==> src/rtl/mped_pkg.sv <==
// Types and constants of the MessagePack element decoder.
`default_nettype none

package mped_pkg;

	// MessagePack type bytes
	localparam logic [7:0] FIXINT_MAX = 8'h7F;
	localparam logic [7:0] FIXMAP_LO  = 8'h80;
	localparam logic [7:0] FIXMAP_HI  = 8'h8F;
	localparam logic [7:0] FIXARR_LO  = 8'h90;
	localparam logic [7:0] FIXARR_HI  = 8'h9F;
	localparam logic [7:0] FIXSTR_LO  = 8'hA0;
	localparam logic [7:0] FIXSTR_HI  = 8'hBF;
	localparam logic [7:0] FALSE_TAG  = 8'hC2;
	localparam logic [7:0] TRUE_TAG   = 8'hC3;
	localparam logic [7:0] BIN8       = 8'hC4;
	localparam logic [7:0] BIN16      = 8'hC5;
	localparam logic [7:0] BIN32      = 8'hC6;
	localparam logic [7:0] UINT8      = 8'hCC;
	localparam logic [7:0] UINT16     = 8'hCD;
	localparam logic [7:0] UINT32     = 8'hCE;
	localparam logic [7:0] UINT64     = 8'hCF;
	localparam logic [7:0] STR8       = 8'hD9;
	localparam logic [7:0] STR16      = 8'hDA;
	localparam logic [7:0] STR32      = 8'hDB;
	localparam logic [7:0] MAP16      = 8'hDE;
	localparam logic [7:0] MAP32      = 8'hDF;

	// Expected kinds (action) and result kinds (out_kind)
	localparam logic [2:0] K_MAP    = 3'd0;
	localparam logic [2:0] K_ARRAY  = 3'd1;
	localparam logic [2:0] K_INT    = 3'd2;
	localparam logic [2:0] K_BOOL   = 3'd3;
	localparam logic [2:0] K_STR    = 3'd4;
	localparam logic [2:0] K_BIN    = 3'd5;
	localparam logic [2:0] K_BINFIX = 3'd6;
	localparam logic [2:0] K_BYTE   = 3'd6;
	localparam logic [2:0] K_ERROR  = 3'd7;

	// Error codes
	localparam logic [3:0] ERR_NONE      = 4'd0;
	localparam logic [3:0] ERR_MAP32     = 4'd1;
	localparam logic [3:0] ERR_NOT_MAP   = 4'd2;
	localparam logic [3:0] ERR_NOT_ARRAY = 4'd3;
	localparam logic [3:0] ERR_STR_WIDE  = 4'd4;
	localparam logic [3:0] ERR_NOT_STR   = 4'd5;
	localparam logic [3:0] ERR_STR_BIG   = 4'd6;
	localparam logic [3:0] ERR_NOT_INT   = 4'd7;
	localparam logic [3:0] ERR_BIN_WIDE  = 4'd8;
	localparam logic [3:0] ERR_NOT_BIN   = 4'd9;
	localparam logic [3:0] ERR_BIN_SIZE  = 4'd10;
	localparam logic [3:0] ERR_NOT_BOOL  = 4'd11;

	// Configuration register indexes
	localparam logic [1:0] CFG_STR_CAP = 2'd0;
	localparam logic [1:0] CFG_BIN_CAP = 2'd1;
	localparam logic [1:0] CFG_BIN_FIX = 2'd2;

	localparam logic [8:0]  STR_CAP_RESET = 9'd100;
	localparam logic [15:0] BIN_CAP_RESET = 16'd2048;
	localparam logic [7:0]  BIN_FIX_RESET = 8'd32;

	typedef enum logic [1:0] {
		PH_IDLE,
		PH_HEADER,
		PH_PAYLOAD
	} phase_t;

	typedef struct packed {
		phase_t      phase;
		logic [2:0]  kind;
		logic [15:0] left;
		logic [63:0] acc;
	} state_t;

	typedef struct packed {
		logic [8:0]  str_cap;
		logic [15:0] bin_cap;
		logic [7:0]  bin_fix;
	} cfg_t;

	typedef struct packed {
		logic        valid;
		logic [2:0]  kind;
		logic [63:0] value;
		logic [3:0]  err;
		logic        last;
	} res_t;

	typedef struct packed {
		state_t st;
		res_t   res;
	} step_t;

endpackage

`default_nettype wire

==> src/rtl/mped_step.sv <==
// Next-state and result logic for one byte of the stream.
`default_nettype none

module mped_step import mped_pkg::*; (
	input  state_t     st,
	input  logic [7:0] data_byte,
	input  logic [2:0] action,
	input  cfg_t       cfg,
	output step_t      nxt
);

	function automatic res_t fail_res(input logic [3:0] code);
		res_t r;
		r.valid = 1'b1;
		r.kind  = K_ERROR;
		r.value = 64'd0;
		r.err   = code;
		r.last  = 1'b1;
		return r;
	endfunction

	function automatic step_t start_header(input state_t s, input logic [2:0] kind,
			input logic [15:0] n);
		step_t r;
		r.st       = s;
		r.st.phase = PH_HEADER;
		r.st.kind  = kind;
		r.st.left  = n;
		r.st.acc   = 64'd0;
		r.res      = '0;
		return r;
	endfunction

	function automatic step_t fail_step(input state_t s, input logic [3:0] code);
		step_t r;
		r.st       = s;
		r.st.phase = PH_IDLE;
		r.res      = fail_res(code);
		return r;
	endfunction

	// A complete count, value or length is known for this kind.
	function automatic step_t finish_elem(input state_t s, input logic [2:0] kind,
			input logic [63:0] v, input cfg_t c);
		step_t      r;
		logic       bad;
		logic [3:0] code;
		logic [2:0] len_kind;
		bad      = 1'b0;
		code     = ERR_NONE;
		len_kind = (kind == K_STR) ? K_STR : K_BIN;
		r.st       = s;
		r.st.kind  = kind;
		r.st.phase = PH_IDLE;
		r.res.valid = 1'b1;
		r.res.kind  = kind;
		r.res.value = v;
		r.res.err   = ERR_NONE;
		r.res.last  = 1'b1;
		case (kind)
			K_MAP, K_ARRAY, K_INT: begin
				bad = 1'b0;
			end
			K_STR: begin
				bad  = (v >= {55'd0, c.str_cap});
				code = ERR_STR_BIG;
			end
			K_BIN: begin
				bad  = (v > {48'd0, c.bin_cap});
				code = ERR_BIN_SIZE;
			end
			default: begin
				bad  = (v != {56'd0, c.bin_fix});
				code = ERR_BIN_SIZE;
			end
		endcase
		if (bad) begin
			r.res = fail_res(code);
		end else if (kind == K_MAP || kind == K_ARRAY || kind == K_INT) begin
			r.res.kind = kind;
		end else if (v == 64'd0) begin
			r.res.kind = len_kind;
		end else begin
			// length header reported, payload bytes follow
			r.st.phase = PH_PAYLOAD;
			r.st.left  = v[15:0];
			r.res.kind = len_kind;
			r.res.last = 1'b0;
		end
		return r;
	endfunction

	logic [63:0] acc_shift;
	logic [15:0] left_dec;
	state_t      hdr_st;

	assign acc_shift = {st.acc[55:0], data_byte};
	assign left_dec  = st.left - 16'd1;

	always_comb begin
		hdr_st      = st;
		hdr_st.acc  = acc_shift;
		hdr_st.left = left_dec;
		nxt.st  = st;
		nxt.res = '0;
		case (st.phase)
			PH_HEADER: begin
				if (left_dec != 16'd0) begin
					nxt.st = hdr_st;
				end else begin
					nxt = finish_elem(hdr_st, st.kind, acc_shift, cfg);
				end
			end
			PH_PAYLOAD: begin
				nxt.st.left   = left_dec;
				nxt.res.valid = 1'b1;
				nxt.res.kind  = K_BYTE;
				nxt.res.value = {56'd0, data_byte};
				nxt.res.err   = ERR_NONE;
				nxt.res.last  = (left_dec == 16'd0);
				if (left_dec == 16'd0) begin
					nxt.st.phase = PH_IDLE;
				end
			end
			default: begin
				nxt.st.phase = PH_IDLE;
				unique case (action)
					K_MAP: begin
						if (data_byte >= FIXMAP_LO && data_byte <= FIXMAP_HI) begin
							nxt = finish_elem(st, K_MAP, {60'd0, data_byte[3:0]}, cfg);
						end else if (data_byte == MAP16) begin
							nxt = start_header(st, K_MAP, 16'd2);
						end else if (data_byte == MAP32) begin
							nxt = fail_step(st, ERR_MAP32);
						end else begin
							nxt = fail_step(st, ERR_NOT_MAP);
						end
					end
					K_ARRAY: begin
						if (data_byte >= FIXARR_LO && data_byte <= FIXARR_HI) begin
							nxt = finish_elem(st, K_ARRAY, {60'd0, data_byte[3:0]}, cfg);
						end else begin
							nxt = fail_step(st, ERR_NOT_ARRAY);
						end
					end
					K_INT: begin
						if (data_byte <= FIXINT_MAX) begin
							nxt = finish_elem(st, K_INT, {56'd0, data_byte}, cfg);
						end else if (data_byte == UINT8) begin
							nxt = start_header(st, K_INT, 16'd1);
						end else if (data_byte == UINT16) begin
							nxt = start_header(st, K_INT, 16'd2);
						end else if (data_byte == UINT32) begin
							nxt = start_header(st, K_INT, 16'd4);
						end else if (data_byte == UINT64) begin
							nxt = start_header(st, K_INT, 16'd8);
						end else begin
							nxt = fail_step(st, ERR_NOT_INT);
						end
					end
					K_BOOL: begin
						if (data_byte == TRUE_TAG || data_byte == FALSE_TAG) begin
							nxt.res.valid = 1'b1;
							nxt.res.kind  = K_BOOL;
							nxt.res.value = {63'd0, data_byte == TRUE_TAG};
							nxt.res.err   = ERR_NONE;
							nxt.res.last  = 1'b1;
						end else begin
							nxt = fail_step(st, ERR_NOT_BOOL);
						end
					end
					K_STR: begin
						if (data_byte >= FIXSTR_LO && data_byte <= FIXSTR_HI) begin
							nxt = finish_elem(st, K_STR, {59'd0, data_byte[4:0]}, cfg);
						end else if (data_byte == STR8) begin
							nxt = start_header(st, K_STR, 16'd1);
						end else if (data_byte == STR16 || data_byte == STR32) begin
							nxt = fail_step(st, ERR_STR_WIDE);
						end else begin
							nxt = fail_step(st, ERR_NOT_STR);
						end
					end
					K_BIN: begin
						if (data_byte == BIN8) begin
							nxt = start_header(st, K_BIN, 16'd1);
						end else if (data_byte == BIN16) begin
							nxt = start_header(st, K_BIN, 16'd2);
						end else if (data_byte == BIN32) begin
							nxt = fail_step(st, ERR_BIN_WIDE);
						end else begin
							nxt = fail_step(st, ERR_NOT_BIN);
						end
					end
					K_BINFIX: begin
						if (data_byte == BIN8) begin
							nxt = start_header(st, K_BINFIX, 16'd1);
						end else if (data_byte == BIN16 || data_byte == BIN32) begin
							nxt = fail_step(st, ERR_BIN_WIDE);
						end else begin
							nxt = fail_step(st, ERR_NOT_BIN);
						end
					end
					default: begin
						// unused action: drop the byte, keep state
						nxt.st = st;
					end
				endcase
			end
		endcase
	end

endmodule

`default_nettype wire

==> src/rtl/msgpack_element_decoder_unit.sv <==
// MessagePack element decoder: one stream byte per beat, at most one result per byte.
// Pipeline: two register stages; an accepted byte is held in the input register, then decoded
// into the result register, from which its result shows on the ports.
// Throughput: one byte per cycle, sustained while the output side takes results.
// Header bytes of multi-byte lengths and integers give no result until the last one.
// Reset: decode state, valids and configuration registers return to their defaults at once.
`default_nettype none

module msgpack_element_decoder_unit import mped_pkg::*; (
	input  logic        clk,
	input  logic        arst_n,
	input  logic        in_valid,
	output logic        in_stall,
	input  logic [7:0]  data_byte,
	input  logic [2:0]  action,
	output logic        out_valid,
	input  logic        out_stall,
	output logic [2:0]  out_kind,
	output logic [63:0] out_value,
	output logic [3:0]  error_code,
	output logic        last,
	input  logic        cfg_we,
	input  logic [1:0]  cfg_index,
	input  logic [15:0] cfg_data
);

	logic       valid_s1;
	logic [7:0] byte_s1;
	logic [2:0] action_s1;

	state_t st_q;
	cfg_t   cfg_q;
	step_t  nxt;

	logic        out_valid_q;
	logic [2:0]  out_kind_q;
	logic [63:0] out_value_q;
	logic [3:0]  error_code_q;
	logic        last_q;

	logic proceed;
	logic out_taken;

	// Advance the stage only when the result register is free or being emptied.
	assign out_taken = out_valid_q && !out_stall;
	assign proceed   = valid_s1 && (!out_valid_q || !out_stall);
	assign in_stall  = valid_s1 && !proceed;

	mped_step u_step (
		.st        (st_q),
		.data_byte (byte_s1),
		.action    (action_s1),
		.cfg       (cfg_q),
		.nxt       (nxt)
	);

	always_ff @(posedge clk or negedge arst_n) begin
		if (!arst_n) begin
			valid_s1 <= 1'b0;
		end else if (!in_stall) begin
			valid_s1 <= in_valid;
		end
	end

	always_ff @(posedge clk) begin
		if (in_valid && !in_stall) begin
			byte_s1   <= data_byte;
			action_s1 <= action;
		end
	end

	always_ff @(posedge clk or negedge arst_n) begin
		if (!arst_n) begin
			st_q.phase <= PH_IDLE;
			st_q.kind  <= K_MAP;
			st_q.left  <= 16'd0;
			st_q.acc   <= 64'd0;
		end else if (proceed) begin
			st_q <= nxt.st;
		end
	end

	always_ff @(posedge clk or negedge arst_n) begin
		if (!arst_n) begin
			cfg_q.str_cap <= STR_CAP_RESET;
			cfg_q.bin_cap <= BIN_CAP_RESET;
			cfg_q.bin_fix <= BIN_FIX_RESET;
		end else if (cfg_we) begin
			unique case (cfg_index)
				CFG_STR_CAP: cfg_q.str_cap <= cfg_data[8:0];
				CFG_BIN_CAP: cfg_q.bin_cap <= cfg_data;
				CFG_BIN_FIX: cfg_q.bin_fix <= cfg_data[7:0];
				default: begin
					// no register here: drop the write
					cfg_q <= cfg_q;
				end
			endcase
		end
	end

	always_ff @(posedge clk or negedge arst_n) begin
		if (!arst_n) begin
			out_valid_q <= 1'b0;
		end else if (proceed && nxt.res.valid) begin
			out_valid_q <= 1'b1;
		end else if (out_taken) begin
			out_valid_q <= 1'b0;
		end
	end

	always_ff @(posedge clk) begin
		if (proceed && nxt.res.valid) begin
			out_kind_q   <= nxt.res.kind;
			out_value_q  <= nxt.res.value;
			error_code_q <= nxt.res.err;
			last_q       <= nxt.res.last;
		end
	end

	assign out_valid  = out_valid_q;
	assign out_kind   = out_kind_q;
	assign out_value  = out_value_q;
	assign error_code = error_code_q;
	assign last       = last_q;

endmodule

`default_nettype wire

==> config.mk <==
export PLATFORM = sky130hd
export DESIGN_NAME = msgpack_element_decoder_unit
export DESIGN_NICKNAME = d
export VERILOG_FILES = /design/src/rtl/mped_pkg.sv /design/src/rtl/mped_step.sv /design/src/rtl/msgpack_element_decoder_unit.sv
export SDC_FILE = /design/constraint.sdc
export NUM_CORES = 1
export LEC_CHECK = 0
export ABC_AREA = 1
export BUFFER_PORTS_ARGS = -buffer_cell sky130_fd_sc_hd__clkbuf_2
export CAP_MARGIN = 5
export CORE_ASPECT_RATIO = 1.25
export CORE_MARGIN = 10
export CORE_UTILIZATION = 52
export CTS_CLUSTER_DIAMETER = 50
export DETAILED_ROUTE_END_ITERATION = 6
export PLACE_DENSITY = 0.67
export SLEW_MARGIN = 20
export SYNTH_ARGS = -nofsm -noshare
export SYNTH_HDL_FRONTEND = slang
export SYNTH_HIERARCHICAL = 1
export SYNTH_SLANG_ARGS = --single-unit
==> constraint.sdc <==
create_clock -name clk -period 15 [get_ports clk]
set_clock_uncertainty 0.2 [all_clocks]
set_input_delay 3 -clock clk [delete_from_list [all_inputs] [get_ports clk]]
set_output_delay 3 -clock clk [all_outputs]
set_load 0.01 [all_outputs]
==> flow_summary.rst, run 1 <==
.. list-table::
   :header-rows: 1

   * - Metric
     - Value
   * - Total setup buffers inserted after CTS
     - 0
   * - Setup total negative slack
     - 0 ns
   * - Origin of the critical flop-to-flop path
     - st_q[64]$_DFFE_PN0P_
   * - Data required time at the worst endpoint
     - between 10 and 15 ns
   * - Synthesized area per cell
     - 7.96 sq um
   * - Final net count
     - 1612
   * - Fmax
     - approximately 0.15 GHz
   * - Comb power frac
     - 43.0%
   * - Period utilisation layout
     - 43.8%
   * - Die area
     - 0.0293 sq mm
   * - Largest net degree at the start of global routing
     - 81
   * - Hold Crit Start
     - cfg_q[16]$_DFFE_PN0P_
   * - Internal power
     - 0.00117 W
   * - Kind of critical path
     - input pin to output port
   * - CTS Buf Count
     - 17
   * - Number of DRC markers in iteration 0
     - between 800 and 900
   * - IO Pins
     - 108
   * - Depth of the CTS H-tree
     - 4
   * - Syn nets
     - around 1600
   * - Total global-route track usage
     - 23.4%
   * - Path class of the lowest-slack min-delay path
     - register to register
   * - Fraction of layout cells with a size suffix above 1
     - 16.4%
   * - Switching power as a share of total power
     - 44.9%
   * - Vias in the first global route
     - 10378
   * - Critical Path End Type
     - output port
   * - Final slew viol count
     - 0
   * - Worst Hold End
     - cfg_q[16]$_DFFE_PN0P_
   * - Cell Count Post-Placement
     - 1813
   * - Cell count of the worst reg-to-reg path
     - 16
   * - Number of endpoints with negative hold slack in the final report
     - 0
   * - Signal arrival time at the worst endpoint
     - about 3.4 ns
   * - Vias per Instance
     - ~5.7
   * - Num Clock Sinks
     - 195
   * - Clock group share of total power
     - 21.2%
   * - Worst slew margin
     - 36.5%
   * - Number of nets still failing antenna checks after routing
     - 0
   * - Number of gates given a new drive strength after cts
     - 0
   * - Max Buffers Root-to-Sink
     - 2
   * - Most common library cell in the layout ignoring fill and taps
     - sky130_fd_sc_hd__nand2_1
   * - Unrepaired setup endpoints after global routing
     - no
   * - Hold Path Cell Cnt
     - 2
   * - Worst Hold Slack
     - 0.272 ns
   * - Max-cap viol count
     - 0
   * - Pwr/cell area
     - 163 mW/mm^2
   * - Count of yosys warnings during synthesis
     - 6
   * - Fin area
     - 0.0130 sq mm
   * - Largest voltage drop on the vdd net
     - 0.000103 V
   * - Reg power frac
     - 35.8%
   * - Leak pwr
     - about 6 nW
   * - Final weighted congestion in routability-driven placement
     - 0.940
   * - Crit path max fanout
     - 3
   * - DR vias
     - about 11000
   * - Signed area change from the synthesized netlist to the final layout
     - 9.21%
   * - Post-route non-filler standard cell count
     - 1845
   * - Width of the chip
     - about 160 um
   * - Setup violation total in the final timing report
     - 0
   * - Post-Syn Instances
     - 1491
   * - Total wirelength of the detailed-routed design
     - approximately 35000 um
   * - Power consumption
     - 0.00212 W
   * - Outcome
     - finished, violations left
   * - Worst-case register-to-register setup slack
     - approximately 11 ns
   * - Violated checks
     - DRC
   * - Total grt overflow
     - 0
   * - Detail Placement HPWL
     - 24200 um
   * - Antenna diode instance count
     - 0
   * - Initial Util
     - 53.1%
   * - Area of the mapped netlist
     - 0.0119 sq mm
   * - Number of hold-repair buffers added at the cts stage
     - 0
   * - PortBufs
     - 107
   * - Detailed-router iteration count before antenna repair
     - 7
   * - Leading cell types in the layout, fill and taps excluded
     - sky130_fd_sc_hd__nand2_1 (401), sky130_fd_sc_hd__inv_1 (169), sky130_fd_sc_hd__nand3_1 (168)
   * - First-pass GRT wire length
     - about 55000 um
   * - Initial antenna violation count
     - 0
   * - Psw
     - 0.000951 W
   * - DRC errors left
     - 14
   * - Number of rows in the core area
     - 61
   * - Latest clock arrival within the worst-skew pair
     - approximately 0.45 ns
   * - Core box area
     - 0.0224 sq mm
   * - Tmin final
     - 6.56 ns
   * - Die boundary height
     - about 190 um
   * - Average wire per standard cell
     - 18.8 um
   * - Placed inst area
     - approximately 0.012 sq mm
   * - Library cell used as clock root buffer
     - sky130_fd_sc_hd__clkbuf_16
   * - Reg2Reg Capture Point
     - out_value[24]$_DFFE_PP_
   * - CTS tree
     - done
   * - Worst-margin pin slew
     - 0.952 ns
   * - Clock transition time at the flip-flop clock pins of the worst setup and hold paths
     - 0.07 ns
   * - CP startpoint kind
     - input pin
==> critical path, cell delays in order <==
cell and delay, ns:
sky130_fd_sc_hd__clkbuf_2 0.08, sky130_fd_sc_hd__nand2_2 0.06, sky130_fd_sc_hd__nor2_1 0.08, sky130_fd_sc_hd__clkbuf_2 0.14
==> power by group through the flow <==
stage	sequential, W	clock (W)	combinational [W]
final	0.000759	0.000448	0.000910
after global routing	0.000771	0.000478	0.00101
after CTS	0.000760	0.000454	0.000902
after global placement	0.000766	0	0.000889
after detailed placement	0.000769	0	0.000896
after floorplan	0.000778	0	0.000645
==> through the flow <==
stage | setup slack (ns) | utilization, %
after floorplan | 7.92 | -
after global placement | 8.43 | 55.4
after detailed placement | 8.43 | 55.4
after CTS | 8.43 | 57.9
after global routing | 8.37 | 57.9
final | 8.44 | 57.9
==> flip-flops by register name, indices dropped and copies added (netlist names) <==
name	cells
byte_s1	8
error_code	4
valid_s1	1
out_value	64
st_q	77
out_valid	1
out_kind	3
action_s1	3
last	1
cfg_q	33
==> per-layer routing <==
| metal | part of all wire [%] | global-route usage [%] |
|---|---|---|
| met2 | 50 | 40.0 |
| met1 | 40 | 27.9 |
| met3 | 6.4 | 4.60 |
| met4 | 3.7 | 10.4 |
| met5 | 0 | 0 |
==> layout make-up <==
type                       count  area [sq um]
timing repair buffer         117           613
clock buffer                  19           443
multi-input combinational   1034          5430
inverter                     184           694
sequential                   195          5300
tap                          283           354
fill                        2114          9410
clock inverter                13           123
==> worst max path at each step <==
stage / start / end / slack (ns) / cells after the start
2_1_floorplan: out_stall / error_code[0]$_DFFE_PP_ / 7.92 / 4
3_3_place_gp: out_stall / in_stall / 8.43 / 4
3_5_place_dp: out_stall / in_stall / 8.43 / 4
4_1_cts: out_stall / in_stall / 8.43 / 4
5_1_grt: out_stall / in_stall / 8.37 / 4
6_report: out_stall / in_stall / 8.44 / 4
Power figures use the tool's default switching activity.
==> run 2, diff against run 1 <==
--- a/config.mk
+++ b/config.mk
@@ -5,7 +5,7 @@
 export SDC_FILE = /design/constraint.sdc
 export NUM_CORES = 1
 export LEC_CHECK = 0
-export ABC_AREA = 1
+export ABC_AREA = 0
 export BUFFER_PORTS_ARGS = -buffer_cell sky130_fd_sc_hd__clkbuf_2
 export CAP_MARGIN = 5
 export CORE_ASPECT_RATIO = 1.25
==> constraint.sdc (replaced) <==
create_clock -name clk -period 6.55 [get_ports clk]
set_clock_uncertainty 0.2 [all_clocks]
set_input_delay 1.31 -clock clk [delete_from_list [all_inputs] [get_ports clk]]
set_output_delay 1.31 -clock clk [all_outputs]
set_load 0.01 [all_outputs]
==> flow_summary.rst, run 2 <==
.. list-table::
   :header-rows: 1

   * - Metric
     - Value
   * - Outcome
     - finished clean
   * - Die boundary height
     - 183 um (-3.3%)
   * - Tmin final
     - between 4 and 5 ns
   * - Total wirelength of the detailed-routed design
     - 28100 um (-19%)
   * - Launch point of the worst path
     - st_q[66]$_DFFE_PN0P_
   * - Num Clock Sinks
     - 195 (unchanged)
   * - IO Pins
     - 108 (unchanged)
   * - Signal arrival time at the worst endpoint
     - 4.40 ns (+1.04 ns)
   * - Reg power frac
     - 39.8% (+4.0 points)
   * - Fraction of layout cells with a size suffix above 1
     - 27.9% (+11 points)
   * - Post-Syn Instances
     - 950 (-36%)
   * - Max-cap viol count
     - 0 (unchanged)
   * - Depth of the CTS H-tree
     - 4 (unchanged)
   * - Width of the chip
     - 150 um (-3.3%)
   * - Pwr/cell area
     - 366 mW/mm^2 (+120%)
   * - Die area
     - 0.0274 sq mm (-6.5%)
   * - Psw
     - 0.00178 W (+87%)
   * - Latest clock arrival within the worst-skew pair
     - 0.44 ns (about the same)
   * - Number of DRC markers in iteration 0
     - 692 (-20%)
   * - Largest net degree at the start of global routing
     - 58 (-28%)
   * - Cell Count Post-Placement
     - 1276 (-30%)
   * - Clock group share of total power
     - 24.7% (+3.5 points)
   * - Final slew viol count
     - 0 (unchanged)
   * - DR vias
     - 8014 (-24%)
   * - Number of rows in the core area
     - 59 (-3.3%)
   * - Final Util
     - 58.5% (+0.51 points)
   * - Area of the mapped netlist
     - 0.0110 sq mm (-7.3%)
   * - Signed area change from the synthesized netlist to the final layout
     - 10.7%
   * - CP startpoint kind
     - register
   * - Number of gates given a new drive strength after cts
     - 0 (unchanged)
   * - Largest voltage drop on the vdd net
     - 0.000212 V (+110%)
   * - Met1 global-route usage
     - 24.6% (-3.3 points)
   * - Max FFs per register
     - 77 (unchanged)
   * - Synthesized area per cell
     - 11.6 sq um (+45%)
   * - Internal power
     - 0.00267 W (+130%)
   * - Kind of critical path
     - register to register
   * - Buffers plus inverters on the worst setup path
     - 1 (-1)
   * - Fmax
     - 0.221 GHz
   * - Worst-margin pin slew
     - 1.09 ns (+0.133 ns)
   * - Unrepaired setup endpoints after global routing
     - no
   * - Number of nets still failing antenna checks after routing
     - 0 (unchanged)
   * - Number of hold-repair buffers added at the cts stage
     - 0 (unchanged)
   * - Power consumption
     - 0.00445 W (+110%)
   * - Critical path cell sequence
     - nor4_2, nand3_1, o32ai_1, o21a_1, nand3_1, nor2_1, nor2_1, nor2_1, a21o_1, nand2_1, a21oi_4, buf_4
   * - Final net count
     - 1084 (-33%)
   * - Average wire per standard cell
     - 21.5 um (+14%)
   * - PortBufs
     - 107 (unchanged)
   * - Final weighted congestion in routability-driven placement
     - 0.953 (+1.4%)
   * - Setup total negative slack
     - 0 ns (unchanged)
   * - Cell seen most often among critical-path stages
     - sky130_fd_sc_hd__nor2_1
   * - CTS Buf Count
     - 17 (unchanged)
   * - Max Buffers Root-to-Sink
     - 2 (unchanged)
   * - # fillers
     - 1790 (-15%)
   * - Critical Path End Type
     - register
   * - Post-route non-filler standard cell count
     - 1308 (-29%)
   * - Detailed-router iteration count before antenna repair
     - 5 (-2)
   * - Origin of the critical flop-to-flop path
     - st_q[66]$_DFFE_PN0P_
   * - First-pass GRT wire length
     - 43700 um (-21%)
   * - CTS tree
     - done
   * - Crit path max fanout
     - 54 (+51)
   * - Number of endpoints with negative hold slack in the final report
     - 0 (unchanged)
   * - Multi-input combinational cell area
     - 0.00516 sq mm (-5.0%)
   * - Core box area
     - 0.0208 sq mm (-6.9%)
   * - Hold Crit Start
     - cfg_q[12]$_DFFE_PN0P_
   * - Period utilisation layout
     - just under 70%
   * - Detail Placement HPWL
     - 19900 um (-18%)
   * - Comb power frac
     - 35.5% (-7.5 points)
   * - Leading cell types in the layout, fill and taps excluded
     - sky130_fd_sc_hd__dfrtp_1 (107), sky130_fd_sc_hd__clkbuf_2 (106), sky130_fd_sc_hd__edfxtp_1 (83)
   * - Total setup buffers inserted after CTS
     - 0 (unchanged)
   * - Leak pwr
     - 5.35 nW (-11%)
   * - Most common library cell in the layout ignoring fill and taps
     - sky130_fd_sc_hd__dfrtp_1
   * - Vias in the first global route
     - 7897 (-24%)
   * - Global routing usage on met2
     - 35.0% (-5.0 points)
   * - Storage cell area
     - 0.00530 sq mm (about the same)
   * - Worst slew margin
     - 27.0% (-9.5 points)
   * - Vias per Instance
     - 6.13 (+6.8%)
   * - Library cell used as clock root buffer
     - sky130_fd_sc_hd__clkbuf_16
   * - Switching power as a share of total power
     - 40.0% (-4.9 points)
   * - Antenna diode instance count
     - 0 (unchanged)
   * - Setup violation total in the final timing report
     - 0 (unchanged)
   * - Global route hottest layer
     - met2
   * - Initial antenna violation count
     - 0 (unchanged)
   * - Initial Util
     - 52.8% (-0.25 points)
   * - Count of yosys warnings during synthesis
     - 6 (unchanged)
   * - CP max-delay cell
     - sky130_fd_sc_hd__nor4_2
   * - Path class of the lowest-slack min-delay path
     - register to register
   * - DRC errors left
     - 0 (-14)
   * - Largest Register
     - st_q
   * - Syn nets
     - 1013 (-35%)
   * - Data required time at the worst endpoint
     - 6.43 ns (-5.37 ns)
   * - Met3 Use GR
     - 2.92% (-1.7 points)
   * - Total global-route track usage
     - 20.2% (-3.2 points)
   * - Total grt overflow
     - 0 (unchanged)
   * - Clock transition time at the flip-flop clock pins of the worst setup and hold paths
     - 0.08 ns (about the same)
   * - Largest delay contributor family on the critical path
     - simple AND/OR/NAND/NOR gates
   * - Max stage delay on crit path
     - 0.97 ns (+0.83 ns)
[run 2: metal layers]
metal  wire length (um)  vias up  share of wire (%)
met5                  0        -                  0
met4               1010        0                3.6
met3               1400       72                5.0
met2              14300      301                 51
met1              11400     3952                 40
li1                   -     3689                  -
[run 2: final timing paths]
path	to	slack (ns)	cells after the start
worst max register to register	out_value[21]$_DFFE_PP_	2.03	12
max in group asynchronous	st_q[7]$_DFFE_PN0P_	4.19	2
min in group asynchronous	st_q[81]$_DFFE_PN0P_	0.74	1
worst max-delay path	out_value[21]$_DFFE_PP_	2.03	12
worst min-delay path	cfg_q[12]$_DFFE_PN0P_	0.31	1
worst min register to register	cfg_q[12]$_DFFE_PN0P_	0.31	1
[run 2: cell type report]
type	instances	share of cell area, %
Tap cell	274	2.82
Clock inverter	15	1.68
Clock buffer	17	3.50
Sequential cell	195	43.6
Inverter	39	1.20
Multi-Input combinational cell	654	42.4
Timing Repair Buffer	114	4.85
[run 2: worst reg2reg max path, delay by kind of cell (launching register included)]
kind | cells | cell delay (ns)
and+or+nand+nor | 7 | 1.71
AOI/OAI and AO/OA | 4 | 1.07
buffers and inverters | 1 | 0.65
DFF | 1 | 0.49
[run 2: stage by stage]
step	hold WS (ns)	instance area, sq um	setup WS, ns
floorplan	0.276	11000	0.229
global placement	0.289	11500	2.17
detailed placement	0.295	11500	2.12
CTS	0.313	12200	2.08
global route	0.330	12200	1.63
finish	0.308	12200	2.03
[run 2: power by group through the flow]
stage	Clock (W)	Sequential [W]	Combinational, W
2_1_floorplan	0	0.00171	0.00122
3_3_place_gp	0	0.00179	0.00154
3_5_place_dp	0	0.00179	0.00155
4_1_cts	0.00112	0.00177	0.00156
5_1_grt	0.00116	0.00180	0.00172
6_report	0.00110	0.00177	0.00158
==> run 3, diff against run 2 <==
--- a/config.mk
+++ b/config.mk
@@ -5,7 +5,7 @@
 export SDC_FILE = /design/constraint.sdc
 export NUM_CORES = 1
 export LEC_CHECK = 0
-export ABC_AREA = 0
+export ABC_AREA = 1
 export BUFFER_PORTS_ARGS = -buffer_cell sky130_fd_sc_hd__clkbuf_2
 export CAP_MARGIN = 5
 export CORE_ASPECT_RATIO = 1.25
@@ -13,7 +13,7 @@
 export CORE_UTILIZATION = 52
 export CTS_CLUSTER_DIAMETER = 50
 export DETAILED_ROUTE_END_ITERATION = 6
-export PLACE_DENSITY = 0.67
+export PLACE_DENSITY = 0.7
 export SLEW_MARGIN = 20
 export SYNTH_ARGS = -nofsm -noshare
 export SYNTH_HDL_FRONTEND = slang
==> constraint.sdc (replaced) <==
create_clock -name clk -period 4 [get_ports clk]
set_clock_uncertainty 0.2 [all_clocks]
set_input_delay 0.8 -clock clk [delete_from_list [all_inputs] [get_ports clk]]
set_output_delay 0.8 -clock clk [all_outputs]
set_load 0.01 [all_outputs]
==> flow_summary.rst, run 3 (same netlist as run 1, synthesis figures left out) <==
.. list-table::
   :header-rows: 1

   * - Metric
     - Value
   * - Comb power frac
     - 44.2% (+8.7 points)
   * - Crit path max fanout
     - 57 (+5.6%)
   * - Core box area
     - 0.0224 sq mm (+7.4%)
   * - Largest voltage drop on the vdd net
     - 0.000505 V (+140%)
   * - Clock transition time at the flip-flop clock pins of the worst setup and hold paths
     - 0.07 ns (about the same)
   * - Vias in the first global route
     - 10441 (+32%)
   * - Path class of the lowest-slack min-delay path
     - input pin to async pin
   * - Clock group share of total power
     - 20.7% (-4.0 points)
   * - CTS tree
     - done
   * - Internal power
     - 0.00450 W (+69%)
   * - Cell Count Post-Placement
     - 1828 (+43%)
   * - Average wire per standard cell
     - 19.5 um (-9.2%)
   * - Largest Register
     - st_q
   * - Signed area change from the synthesized netlist to the final layout
     - 10.5%
   * - Outcome
     - finished clean
   * - Vias per Instance
     - 5.77 (-5.8%)
   * - IO Pins
     - 108 (unchanged)
   * - Kind of critical path
     - register to register
   * - Period utilisation layout
     - 89.7% (+21 points)
   * - Worst slew margin
     - 40.7% (+14 points)
   * - DR vias
     - 10731 (+34%)
   * - Total wirelength of the detailed-routed design
     - 36200 um (+29%)
   * - Critical path cell sequence
     - inv_2, ha_1, nand2_4, nor2_4, nand2_1, nand2_1, inv_2, nor2_1, nand2_1, nor3_4, nand2_1, a21oi_1, o21bai_1, inv_1, nor2_4, buf_12
   * - CP max-delay cell
     - sky130_fd_sc_hd__dfrtp_1
   * - Detailed-router iteration count before antenna repair
     - 6 (+1)
   * - Total setup buffers inserted after CTS
     - 0 (unchanged)
   * - Reg2Reg Capture Point
     - out_value[23]$_DFFE_PP_
   * - Number of DRC markers in iteration 0
     - 911 (+32%)
   * - Antenna diode instance count
     - 0 (unchanged)
   * - Number of nets still failing antenna checks after routing
     - 0 (unchanged)
   * - DRC errors left
     - 0 (unchanged)
   * - Detail Placement HPWL
     - 25900 um (+31%)
   * - Max Buffers Root-to-Sink
     - 2 (unchanged)
   * - CP startpoint kind
     - register
   * - PortBufs
     - 107 (unchanged)
   * - Total grt overflow
     - 0 (unchanged)
   * - Final slew viol count
     - 0 (unchanged)
   * - Depth of the CTS H-tree
     - 4 (unchanged)
   * - Final weighted congestion in routability-driven placement
     - 0.988 (+3.7%)
   * - Critical Path End Type
     - register
   * - Max-cap viol count
     - 0 (unchanged)
   * - Origin of the critical flop-to-flop path
     - st_q[64]$_DFFE_PN0P_
   * - Die area
     - 0.0293 sq mm (+7.0%)
   * - Data required time at the worst endpoint
     - 3.91 ns (-2.52 ns)
   * - Max FFs per register
     - 77 (unchanged)
   * - Largest net degree at the start of global routing
     - 78 (+34%)
   * - Die boundary height
     - 189 um (+3.5%)
   * - Initial antenna violation count
     - 0 (unchanged)
   * - Number of endpoints with negative hold slack in the final report
     - 0 (unchanged)
   * - Leading cell types in the layout, fill and taps excluded
     - sky130_fd_sc_hd__nand2_1 (401), sky130_fd_sc_hd__inv_1 (169), sky130_fd_sc_hd__nand3_1 (168)
   * - Psw
     - 0.00360 W (+100%)
   * - Pwr/cell area
     - 617 mW/mm^2 (+69%)
   * - Worst-case register-to-register setup slack
     - 0.41 ns (-1.62 ns)
   * - CTS Buf Count
     - 17 (unchanged)
   * - Latest clock arrival within the worst-skew pair
     - 0.45 ns (about the same)
   * - Reg power frac
     - 35.1% (-4.7 points)
   * - Initial Util
     - 53.1% (+0.25 points)
   * - Signal arrival time at the worst endpoint
     - 3.50 ns (-0.90 ns)
   * - Unrepaired setup endpoints after global routing
     - no
   * - Total global-route track usage
     - 24.4% (+4.2 points)
   * - Num Clock Sinks
     - 195 (unchanged)
   * - First-pass GRT wire length
     - 57300 um (+31%)
   * - Cell seen most often among critical-path stages
     - sky130_fd_sc_hd__nand2_1
   * - Setup total negative slack
     - 0 ns (unchanged)
   * - Cell count of the worst reg-to-reg path
     - 16 (+4)
   * - Most common library cell in the layout ignoring fill and taps
     - sky130_fd_sc_hd__nand2_1
   * - Library cell used as clock root buffer
     - sky130_fd_sc_hd__clkbuf_16
   * - Setup violation total in the final timing report
     - 0 (unchanged)
   * - Leak pwr
     - 6.10 nW (+14%)
   * - Number of rows in the core area
     - 61 (+3.4%)
   * - Final net count
     - 1627 (+50%)
   * - Post-route non-filler standard cell count
     - 1860 (+42%)
   * - Worst-margin pin slew
     - 0.889 ns (-0.196 ns)
   * - Max stage delay on crit path
     - 0.51 ns (-0.46 ns)
   * - Switching power as a share of total power
     - 44.4% (+4.4 points)
   * - Fmax
     - 0.279 GHz (+26%)
   * - Width of the chip
     - 155 um (+3.4%)
   * - Fraction of layout cells with a size suffix above 1
     - 17.0% (-11 points)
   * - Tmin final
     - 3.59 ns (-0.930 ns)
-- run 3: changes by cell type in the layout (fill, tap and decap cells not counted), moves of 14 or more --
cell / change
sky130_fd_sc_hd__nand2_1: +348
sky130_fd_sc_hd__nand4_1: +22
sky130_fd_sc_hd__and2_1: -66
sky130_fd_sc_hd__mux2_4: -43
sky130_fd_sc_hd__nor4_1: -14
sky130_fd_sc_hd__nor3_2: +41
sky130_fd_sc_hd__inv_1: +130
sky130_fd_sc_hd__nor2_1: +55
sky130_fd_sc_hd__nand3_1: +154
sky130_fd_sc_hd__o22ai_1: +33
sky130_fd_sc_hd__buf_4: +14
sky130_fd_sc_hd__a22o_1: -57
sky130_fd_sc_hd__mux2_2: -67
-- run 3: area by class of cell --
cell class	count	area (sq um)
Timing Repair Buffer	132	776
Clock buffer	18	429
Clock inverter	14	131
Sequential cell	195	5300
Inverter	184	696
Fill cell	2082	9250
Multi-Input combinational cell	1034	5430
Tap cell	283	354
-- run 3: per-layer routing --
| metal | track usage (%) | vias up | wire (um) |
|---|---|---|---|
| met1 | 29.0 | 5104 | 14200 |
| li1 | - | 5105 | - |
| met3 | 4.06 | 77 | 2250 |
| met4 | 10.7 | 0 | 1320 |
| met2 | 42.4 | 445 | 18500 |
| met5 | 0 | - | 0 |
-- run 3: through the flow --
stage | area (sq um) | hold WS [ns] | utilization (%) | setup slack [ns] | power [W]
detailed placement | 12600 | 0.258 | 56.1 | 0.334 | 0.00640
finish | 13100 | 0.134 | 58.7 | 0.412 | 0.00810
global placement | 12600 | 0.254 | 56.1 | 0.283 | 0.00638
CTS | 13100 | 0.147 | 58.6 | 0.323 | 0.00810
global route | 13100 | 0.172 | 58.7 | 0.175 | 0.00862
floorplan | 11900 | 0.242 | - | 0.0914 | 0.00532
-- run 3: how the worst max path moves through the flow --
stage | endpoint | cells after the start | from | slack, ns
after global placement | st_q[74]$_DFFE_PN0P_ | 18 | byte_s1[0]$_DFFE_PP_ | 0.28
after global routing | st_q[75]$_DFFE_PN0P_ | 18 | byte_s1[0]$_DFFE_PP_ | 0.17
final | out_value[23]$_DFFE_PP_ | 16 | st_q[64]$_DFFE_PN0P_ | 0.41
after CTS | st_q[74]$_DFFE_PN0P_ | 18 | byte_s1[0]$_DFFE_PP_ | 0.32
after detailed placement | st_q[74]$_DFFE_PN0P_ | 18 | byte_s1[0]$_DFFE_PP_ | 0.33
after floorplan | error_code[0]$_DFFE_PP_ | 16 | st_q[64]$_DFFE_PN0P_ | 0.09
-- run 3: power groups by stage --
| stage | logic [W] | clock network (W) | registers, W |
|---|---|---|---|
| 2_1_floorplan | 0.00243 | 0 | 0.00289 |
| 3_3_place_gp | 0.00351 | 0 | 0.00287 |
| 3_5_place_dp | 0.00352 | 0 | 0.00288 |
| 4_1_cts | 0.00355 | 0.00171 | 0.00284 |
| 5_1_grt | 0.00393 | 0.00180 | 0.00288 |
| 6_report | 0.00358 | 0.00168 | 0.00284 |
-- run 3: timing repair --
| item | 4_1_cts | 5_1_grt |
|---|---|---|
| hold buffers | 0 | 0 |
| hold endpoints to repair | 0 | 0 |
| gates resized for setup | 0 | 2 |
| setup endpoints to repair | 0 | 13 |
-- run 3: critical path: cells and delay by family, from the launching register on --
family | cells | cell delay [ns]
AO/OA/AOI/OAI | 2 | 0.37
AND/OR/NAND/NOR | 9 | 1.10
flip-flops | 1 | 0.51
adder cells (fa/ha/maj) | 1 | 0.28
buffers and inverters | 4 | 0.71
